## src/hdl/rcrt_pkg.sv

```systemverilog
`timescale 1ns / 1ps

package rcrt_pkg;

  // Default sizes of the function table and the shadow stack.
  localparam int unsigned FUNC_SLOTS_DEF  = 64;
  localparam int unsigned STACK_DEPTH_DEF = 128;

  // Configuration port.
  localparam int unsigned CFG_AW = 3;
  localparam int unsigned CFG_DW = 32;
  localparam logic REG_TRACE_ENABLE   = 1'b0;
  localparam logic REG_FUNCTION_COUNT = 1'b1;

  // Input operations and result kinds.
  localparam logic OP_LOAD  = 1'b0;
  localparam logic OP_TRACE = 1'b1;
  localparam logic EV_CALL  = 1'b0;
  localparam logic EV_RET   = 1'b1;

  // Instruction decoding.
  localparam logic [6:0] OPC_JAL  = 7'b1101111;
  localparam logic [6:0] OPC_JALR = 7'b1100111;
  localparam logic [4:0] REG_ZERO = 5'd0;
  localparam logic [4:0] REG_RA   = 5'd1;

  // One shadow stack frame: found flag, table index, function start.
  localparam int unsigned FIDX_W  = 6;
  localparam int unsigned FRAME_W = 1 + FIDX_W + 32;

  typedef struct packed {
    logic capture;
    logic table_write;
    logic search_start;
    logic search_step;
    logic push;
    logic pop_read;
    logic pop_use;
    logic emit;
  } rcrt_cmd_t;

  typedef struct packed {
    logic is_load;
    logic is_call;
    logic is_ret;
    logic trace_en;
    logic stack_empty;
    logic search_done;
    logic out_free;
  } rcrt_status_t;

endpackage

```

## src/hdl/rcrt_ctrl.sv

```systemverilog
`timescale 1ns / 1ps

module rcrt_ctrl import rcrt_pkg::*; (
  input  logic         clk_i,
  input  logic         rst_ni,
  input  logic         in_valid_i,
  output logic         in_stall_o,
  input  rcrt_status_t status_i,
  output rcrt_cmd_t    cmd_o
);

  typedef enum logic [4:0] {
    ST_IDLE   = 5'b00001,
    ST_DECODE = 5'b00010,
    ST_SEARCH = 5'b00100,
    ST_POP    = 5'b01000,
    ST_EMIT   = 5'b10000
  } rcrt_state_e;

  rcrt_state_e state_q, state_d;

  always_comb begin
    state_d = state_q;
    cmd_o   = '0;
    case (state_q)
      ST_IDLE: begin
        if (in_valid_i) begin
          cmd_o.capture = 1'b1;
          state_d       = ST_DECODE;
        end
      end
      ST_DECODE: begin
        if (status_i.is_load) begin
          cmd_o.table_write = 1'b1;
          state_d           = ST_IDLE;
        end else if (!status_i.trace_en) begin
          state_d = ST_IDLE;
        end else if (status_i.is_call) begin
          cmd_o.search_start = 1'b1;
          state_d            = ST_SEARCH;
        end else if (status_i.is_ret && !status_i.stack_empty) begin
          cmd_o.pop_read = 1'b1;
          state_d        = ST_POP;
        end else begin
          state_d = ST_IDLE;
        end
      end
      ST_SEARCH: begin
        if (status_i.search_done) begin
          cmd_o.push = 1'b1;
          state_d    = ST_EMIT;
        end else begin
          cmd_o.search_step = 1'b1;
        end
      end
      ST_POP: begin
        cmd_o.pop_use = 1'b1;
        state_d       = ST_EMIT;
      end
      ST_EMIT: begin
        if (status_i.out_free) begin
          cmd_o.emit = 1'b1;
          state_d    = ST_IDLE;
        end
      end
      default: begin
        state_d = ST_IDLE;
      end
    endcase
  end

  always_ff @(posedge clk_i or negedge rst_ni) begin
    if (!rst_ni) begin
      state_q <= ST_IDLE;
    end else begin
      state_q <= state_d;
    end
  end

  assign in_stall_o = (state_q != ST_IDLE);

endmodule

```

## config.mk

```make
export PLATFORM = sky130hd
export DESIGN_NAME = rcrt_ctrl
export DESIGN_NICKNAME = d
export VERILOG_FILES = /design/src/hdl/rcrt_pkg.sv /design/src/hdl/rcrt_ctrl.sv
export SDC_FILE = /design/constraint.sdc
export NUM_CORES = 1
export LEC_CHECK = 0
export ABC_CLOCK_PERIOD_IN_PS = 3470
export BUFFER_PORTS_ARGS = -buffer_cell sky130_fd_sc_hd__buf_2
export CAP_MARGIN = 10
export CORE_AREA = 2 2 39 41
export DETAILED_ROUTE_END_ITERATION = 6
export DIE_AREA = 0 0 41 43
export PLACE_DENSITY = 0.64
export SLEW_MARGIN = 10
export SYNTH_ARGS = -nofsm -noshare
export SYNTH_HDL_FRONTEND = slang
export SYNTH_SLANG_ARGS = --single-unit
```

## constraint.sdc

```tcl
create_clock -name clk_i -period 3.47 [get_ports clk_i]
set_input_delay 0 -clock clk_i [delete_from_list [all_inputs] [get_ports clk_i]]
set_output_delay 0 -clock clk_i [all_outputs]
set_load 0.01 [all_outputs]
```

==> metrics.txt, run 1 <==
Post-Synthesis Cells=45; initial core utilization=about 28%; via density per instance=4.68; Seq cells post-synth=5; Max IR drop VDD=281 µV; Yosys top cell by area=dfrtp_1; Synth Area in Simple Gates=between 40% and 50%; post-CTS setup buffers=0; biggest regs=state_q (5); Crit path buffers/inverters=1; Worst-Margin Slew=between 0.3 and 0.4 ns; Worst path max stage delay=around 0.55 ns; Layout area overhead=33.8%; RSZ-0062 raised after global routing=false; Synth Cell Area=approximately 390 µm²; Largest register FFs=5; adder-cell area share of the yosys netlist=0%; number of max-cap violations=0; router iterations before antenna repair=4; CTS H-tree lvls=1; class of the worst hold path=input pin to flip-flop; XOR/XNOR Fraction of Synth Area=2.27%; largest net degree at the start of global routing=10; first-pass GRT wire length=1420 µm; skew final=roughly 0.0027 ns; final setup fails=0; CP endpoint kind=primary output; Final Max Tran Viols=0; clock slew at reported path FFs=about 0.040 ns; status=finished clean; clock buffer depth=2; largest cells by area after synthesis=dfrtp_1, nor2_1, dfstp_2; CTS tree=built; final worst path period share=between 40% and 50%; Seq/Total Area, Yosys=32.8%; pwr dens=between 500 and 600 nW/µm²; n_diodes=0; Total Routing Usage GR=12.2%; CP max FO=6; routed len/inst=between 9 and 10 µm; Crit-path slowest cell=dfstp_2; CP Depth=4; Primary FF master, synth=dfrtp_1; Synth cell types=25; initial antenna violation count=0; clock buffer count from CTS=3; DR iter-0 viols=10; # IOs=19; Synth Warn #=0; most frequent cell after synthesis=nor2_1; Root Buffer=clkbuf_4; core area=around 1400 µm²; Max-slew headroom=between 70% and 80%; Clock Latency Late Sink=roughly 0.24 ns; Total Neg Setup Slack=0 ns; Mapped Avg Cell Area=roughly 8.6 µm²; Final nets=77; Post-synth top cells=nor2_1, dfrtp_1, nand2b_1, o21ai_0; largest reg by FF count=state_q; Worst Reg-to-Reg Cells=4; grt total ovfl=0; Lkg Pwr=between 0.0002 and 0.0003 µW; time the worst path needs with I/O delays and setup=between 1.5 and 2 ns; num rows=14; IO Port Bufs=18; dpl hpwl=approximately 670 µm; largest family of logic cells by synthesized area=simple AND/OR/NAND/NOR gates; share of layout cells above drive strength 1=approximately 38%; Crit Path Category=flip-flop to primary output; post-synthesis compound-gate area fraction=around 16%; Die Height=between 40 and 50 µm; ys async rst share=100%; EDFF count, synth=0; final worst slack=1.94 ns; syn_nets=55; DR vias=~380; Placer Congestion=roughly 0.67; Critical Path, Cell by Cell=nand2b_1 -> or4_4 -> nor2_1 -> buf_2; Crit path required time=~3.5 ns; Yosys top cell area share=26.0%; Final Hold Fails=0; filler instances=152; Max Clock Freq=between 600 and 700 MHz; Die ar.=approximately 1800 µm²; Worst Path Arrival=~1.5 ns; Startpoint Class=flip-flop; Hold WS=0.00625 ns; vias in the first global route=360; Post-Place Setup Slack=between 2 and 2.5 ns; remaining routing DRC violations=0; multiplexer share of the synthesized area=0%; die span in x=~41 µm; WL final=approximately 820 µm; WHS Path Cells=3; Routed Antenna Nets=0; CTS sink cnt=5; Crit path max-delay family=simple AND/OR/NAND/NOR gates
-- layer usage --
layer	vias up	share of wire (%)	GRT usage [%]	wire length [µm]
met1	170	45	14.4	366
met5	-	0	0	0
met3	0	6.7	5.24	55
li1	201	-	-	-
met4	0	0	6.00	0
met2	13	48	18.1	395
-- through the flow --
| step | util (%) | instance area (µm²) | cells | power [µW] |
|---|---|---|---|---|
| 2_1_floorplan | - | 385 | 45 | 162 |
| 3_3_place_gp | 34.6 | 479 | 77 | 189 |
| 3_5_place_dp | 34.6 | 479 | 77 | 193 |
| 4_1_cts | 37.3 | 515 | 82 | 262 |
| 5_1_grt | 37.3 | 515 | 82 | 283 |
| 6_report | 37.3 | 515 | 82 | 258 |
-- power breakdown --
group          internal (µW)  switching (µW)
clock                   43.5            23.7
sequential              73.3            13.1
combinational           52.8            52.1
total                    170            88.8
-- cell families after synthesis --
family,count (synthesis)
compound gates,8
buf+inv,4
flops,5
xor+xnor,1
simple gates,27
-- tightest hold or removal path: stages --
cell	delay (ns)
buf_2	0.11
inv_1	0.06
nor2_1	0.05
-- worst paths after layout --
path | slack [ns] | from | end
min in group asynchronous | 0.10 | rst_ni | state_q[1]
max | 1.94 | state_q[0] | cmd_o[7]
max in group asynchronous | 3.17 | rst_ni | state_q[0]
min | 0.006 | in_valid_i | state_q[1]
min reg2reg | 0.67 | state_q[1] | state_q[4]
max reg2reg | 2.10 | state_q[3] | state_q[0]
-- what timing repair did --
| action | 4_1_cts | 5_1_grt |
|---|---|---|
| hold buffers | 1 | 0 |
| resized for setup | 0 | 0 |
| endpoints found under the hold margin | 5 | 0 |
-- placed cells by master (no fill, tap or decap), drive strengths merged, types with 2 or more instances in the layout --
cell,instances
o21ai,3
nand2,2
and4b,2
buf,18
nor4,2
clkbuf,4
inv,2
nor2,10
nor2b,2
nand2b,3
a221oi,2
dfrtp,4
-- final cells by class --
class / instances / area, µm² / share of cell area [%]
multi-input cells: 36 / 235 / 45.6
flip-flops and latches: 5 / 126 / 24.5
repair buffers: 19 / 100 / 19.4
clock buffers: 4 / 26.3 / 5.10
well taps: 16 / 20.0 / 3.88
inverters: 2 / 7.51 / 1.46
Note: power is estimated with default switching activity, not from simulation.
==> run 2: changes to the inputs <==
Settings changed: ABC_CLOCK_PERIOD_IN_PS 3470 to 1350, PLACE_DENSITY 0.64 to 0.66.
Clock period 3.47 ns to 1.35 ns, I/O delays scaled along.
==> run 2 against run 1 <==
Against the previous run:
- the flow now finishes with violations (negative setup slack)
- final area rose by 32%
- sequential power increased by 150%
- sequential share of layout area is 5.2 points lower
- worst hold slack better by 0.017 ns
- first-iteration DRC count down 50%
- critical path type unchanged
- critical endpoint unchanged
- largest power group unchanged
==> metrics.txt, run 2 (synthesis gave the netlist of run 1 again) <==
WL final=around 1000 µm; routed len/inst=~11 µm; Max Clock Freq=roughly 670 MHz; clock buffer count from CTS=3; Critical R2R Launch=state_q[3]; DR vias=between 400 and 500; vias in the first global route=approximately 370; Worst path max stage delay=0.54 ns; biggest regs=state_q (5); Worst-Margin Slew=approximately 0.33 ns; pwr dens=about 1300 nW/µm²; skew final=a little under 0.004 ns; Clock Latency Late Sink=0.24 ns; Worst Hold End=state_q[1]; Die Height=roughly 43 µm; dpl cell area=roughly 510 µm²; die span in x=slightly above 40 µm; Final Max Tran Viols=0; most frequent cells in the layout=buf_2, buf_4, buf_6; core area=between 1000 and 1500 µm²; Crit Path Category=flip-flop to primary output; Max-slew headroom=77.8%; class of the worst hold path=input pin to flip-flop; Crit path required time=around 1.4 ns; final worst path period share=110%; Total Routing Usage GR=between 10% and 20%; Lkg Pwr=around 0.00034 µW; post-layout util=just under 50%; Total Neg Setup Slack=-0.369 ns; # IOs=19; IO Port Bufs=18; filler instances=131; Routed Antenna Nets=0; CP max FO=4; CTS H-tree lvls=1; most common cell after layout, fill and taps aside=buf_2; Max IR drop VDD=around 640 µV; WHS Path Cells=3; violated checks=negative setup slack; largest net degree at the start of global routing=7; n_diodes=0; Post-Place Setup Slack=approximately 0.037 ns; Die ar.=1760 µm²; Crit-path slowest cell=dfstp_2; CP endpoint kind=primary output; Final Hold Fails=0; Hold Crit Start=in_valid_i; CTS sink cnt=5; Startpoint Class=flip-flop; Root Buffer=clkbuf_4; time the worst path needs with I/O delays and setup=between 1 and 1.5 ns; Worst Path Arrival=between 1 and 1.5 ns; num rows=14; via density per instance=~4.7; Largest register FFs=5; Layout area overhead=76.3%; number of max-cap violations=0; Final nets=89; final worst slack=-0.139 ns; RSZ-0062 raised after global routing=true; share of layout cells above drive strength 1=64.1%; Worst Reg-to-Reg Cells=5; dpl hpwl=~680 µm; cell area after layout=679 µm²; Critical Path, Cell by Cell=nand2b_1 -> or4_4 -> nor2_2 -> buf_2; DR iter-0 viols=5; final setup fails=7; Hold WS=approximately 0.023 ns; router iterations before antenna repair=3; R2R setup slack=0 ns; largest reg by FF count=state_q; first-pass GRT wire length=approximately 1400 µm; initial antenna violation count=0; grt total ovfl=0; CTS tree=built; Placer Congestion=between 0.7 and 0.8; Reg-to-Reg End=state_q[0]; remaining routing DRC violations=0; clock buffer depth=2; clock slew at reported path FFs=about 0.04 ns; initial core utilization=between 20 and 30%; status=finished, violations left
run 2: stage by stage:
stage               total power, µW  cells
finish                          851     94
CTS                             769     90
floorplan                       415     45
global placement                508     81
detailed placement              512     81
global route                    905     94
run 2: worst max path at each step:
stage	startpoint	to	slack, ns
6_report	state_q[0]	cmd_o[7]	-0.14
2_1_floorplan	state_q[0]	state_q[2]	0.05
3_5_place_dp	state_q[0]	state_q[0]	0.04
3_3_place_gp	state_q[3]	state_q[0]	0.06
4_1_cts	state_q[0]	cmd_o[7]	-0.16
5_1_grt	state_q[0]	cmd_o[7]	-0.21
run 2: final cells by class:
type	count	area (µm²)	share of cell area, %
Clock buffer	4	26.3	3.87
Inverter	2	7.51	1.10
Multi-Input combinational cell	36	283	41.6
Sequential cell	5	131	19.3
Tap cell	16	20.0	2.95
Timing Repair Buffer	31	211	31.1
run 2: what timing repair did:
| item | CTS | global route |
|---|---|---|
| hold buffers | 1 | 0 |
| gates resized for setup | 7 | 14 |
| endpoints found under the hold margin | 5 | 0 |
| setup buffers | 4 | 5 |
| endpoints found under the setup margin | 7 | 11 |
| pin swaps | 4 | 8 |
run 2: where the power goes:
part	internal [µW]	switching, µW	leakage, µW	total [µW]
Sequential	190	24.9	0.0000590	215
Combinational	260	206	0.000263	466
Clock	112	57.9	0.0000150	169
run 2: per-layer routing:
layer	track usage, %	share of wire, %	vias to the layer above
li1	-	-	224
met1	14.4	42	205
met2	18.8	52	15
met3	3.14	5.6	0
met4	2.00	0	0
met5	0	0	-
run 2: critical path: cells and delay by family (launching register included):
kind / cells / cell delay, ns
buf+inv: 1 / 0.12
flops: 1 / 0.54
simple gates: 3 / 0.58
==> run 3: changes to the inputs <==
Settings changed: ABC_AREA from default to 1, PLACE_DENSITY 0.66 to 0.68.
==> run 3 against run 2 <==
Against the previous run:
- the flow still finishes with violations (negative setup slack)
- area after synthesis is 6.2% higher
- flip-flop and latch count unchanged
- synthesized cell count rose by 38%
- setup slack improved by 0.13 ns
- critical path depth is 1 higher
- register-to-register slack about the same
- non-clock buffer count shrank 6
- sequential power up 12%
- critical path type unchanged
- critical endpoint unchanged
- largest power group unchanged
==> metrics.txt, run 3 <==
status=finished, violations left; violated checks=negative setup slack; routed len/inst=~9 µm; Seq/Total Area, Yosys=30.9%; CTS H-tree lvls=1; Clock Latency Late Sink=0.25 ns; syn_nets=72; Die Height=43 µm; Routed Antenna Nets=0; met3 Track Usage GR=approximately 3.1%; Crit path buffers/inverters=1; Max Clock Freq=between 700 and 800 MHz; Mapped Avg Cell Area=6.60 µm²; Crit Path Category=flip-flop to primary output; final setup fails=1; Worst-Margin Slew=approximately 0.27 ns; Crit-path slowest cell=dfrtp_2; adder-cell area share of the yosys netlist=0%; ys async rst share=100%; first-pass GRT wire length=around 1500 µm; area of the multi-input gates=between 200 and 300 µm²; DR iter-0 viols=6; most frequent cells in the layout=buf_2, nand2_1, inv_1, nor2_1, buf_4; most frequent cell after synthesis=nand2_1; remaining routing DRC violations=0; Layout area overhead=56.3%; EDFF count, synth=0; vias in the first global route=a little over 400; share of layout cells above drive strength 1=about 54%; Synth Area in Simple Gates=52.0%; biggest regs=state_q (5); Yosys top cell by area=dfrtp_1; via density per instance=4.22; Critical Path, Cell by Cell=nor2_4 -> nand4_1 -> nand2_2 -> nor3_2 -> buf_2; Crit path max-delay family=simple AND/OR/NAND/NOR gates; grt met1 use=15.1%; Worst path max stage delay=around 0.44 ns; Synth cell types=18; clock buffer depth=2; die span in x=~40 µm; largest reg by FF count=state_q; Root Buffer=clkbuf_4; Final nets=between 100 and 150; clock buffer count from CTS=3; WL final=959 µm; filler instances=148; final worst slack=-0.00909 ns; largest cells by area after synthesis=dfrtp_1, nand2_1, inv_1; Lkg Pwr=around 0.00037 µW; Max-slew headroom=about 80%; num rows=14; final worst path period share=101%; Post-Synthesis Cells=62; storage element area=approximately 130 µm²; IO Port Bufs=18; Synth Cell Area=between 400 and 500 µm²; Worst Path Arrival=1.36 ns; largest family of logic cells by synthesized area=simple AND/OR/NAND/NOR gates; initial core utilization=between 20 and 30%; Final Hold Fails=0; router iterations before antenna repair=3; pwr dens=around 1500 nW/µm²; dpl hpwl=around 730 µm; Total Routing Usage GR=a little over an eighth; Post-synth top cells=nand2_1, inv_1, nor2_1; Power, Total=966 µW; Primary FF master, synth=dfrtp_1; DR vias=between 400 and 500; post-synthesis compound-gate area fraction=2.45%; class of the worst hold path=input pin to flip-flop; CTS sink cnt=5; Total Neg Setup Slack=-0.00909 ns; Crit path required time=1.35 ns; Post-Place Setup Slack=0.156 ns; Placer Congestion=about 0.78; CP endpoint kind=primary output; Largest register FFs=5; most used routing layer=met2; CP max FO=4; skew final=0.00454 ns; GRT met2 Usage=between 20% and 30%; # IOs=19; number of max-cap violations=0; Final Max Tran Viols=0; most common cell after layout, fill and taps aside=buf_2; largest net degree at the start of global routing=7; time the worst path needs with I/O delays and setup=approximately 1.4 ns; Seq cells post-synth=5; Max IR drop VDD=about 550 µV; grt total ovfl=0; Hold WS=0.0642 ns; CTS tree=built; Die ar.=around 1800 µm²; clock slew at reported path FFs=about 0.050 ns; initial antenna violation count=0; multiplexer share of the synthesized area=0%; n_diodes=0; XOR/XNOR Fraction of Synth Area=0%; Yosys top cell area share=24.5%; core area=between 1000 and 1500 µm²; Synth Warn #=0; RSZ-0062 raised after global routing=true; Startpoint Class=flip-flop
==> run 3: cell count changes in the layout (fill, tap and decap cells not counted), moves of 3 or more <==
cell,before,now
dfrtp_2,4,1
inv_1,2,10
inv_2,0,5
nand2_1,1,13
dfrtp_1,0,3
nor2_1,4,7
buf_6,5,0
==> run 3: power breakdown <==
group / internal [µW] / switching (µW)
combinational: 241 / 309
sequential: 197 / 43.4
clock: 112 / 64.4
total: 550 / 416
==> run 3: final cells by class <==
cell class                      instances  share of cell area [%]
Timing Repair Buffer                   25                    22.7
Clock buffer                            4                    4.11
Multi-Input combinational cell         41                    40.3
Tap cell                               16                    3.13
Inverter                               16                    9.78
Sequential cell                         5                    20.0
==> run 3: cells by family (layout without fill, tap and decap cells) <==
group           after synthesis  after routing
compound gates                2              2
buf+inv                      16             45
flops                         5              5
simple gates                 39             39
==> run 3: metrics by stage <==
step	instances	cell area, µm²	util (%)
6_report	107	639	46.2
5_1_grt	107	639	46.2
4_1_cts	103	572	41.3
3_5_place_dp	96	519	37.5
3_3_place_gp	96	519	37.5
2_1_floorplan	62	409	-
==> run 3: final timing paths <==
| check | start | endpoint | slack [ns] | cells after the start |
|---|---|---|---|---|
| max in group asynchronous | rst_ni | state_q[0] | 1.05 | 2 |
| hold / removal | status_i[2] | state_q[3] | 0.06 | 4 |
| setup / recovery | state_q[2] | cmd_o[7] | -0.009 | 5 |
| min in group asynchronous | rst_ni | state_q[3] | 0.09 | 2 |
| hold reg to reg | state_q[1] | state_q[1] | 0.66 | 3 |
| setup reg to reg | state_q[0] | state_q[4] | 0.01 | 7 |
==> run 3: tightest hold or removal path, stage by stage <==
cell     delay [ns]
buf_2          0.07
inv_1          0.03
nand2_1        0.10
nor3_1         0.07
==> run 3: timing repair <==
| item | CTS | global route |
|---|---|---|
| pin swaps | 2 | 6 |
| resized for setup | 1 | 10 |
| hold buffers | 1 | 0 |
| endpoints found under the setup margin | 2 | 5 |
| hold endpoints to repair | 5 | 0 |
| buffers inserted | 2 | 4 |
==> run 3: layer usage <==
metal / part of all wire (%) / wire length (µm)
met4: 1.5 / 14
met2: 53 / 504
met5: 0 / 0
met3: 4.4 / 42
met1: 41 / 397
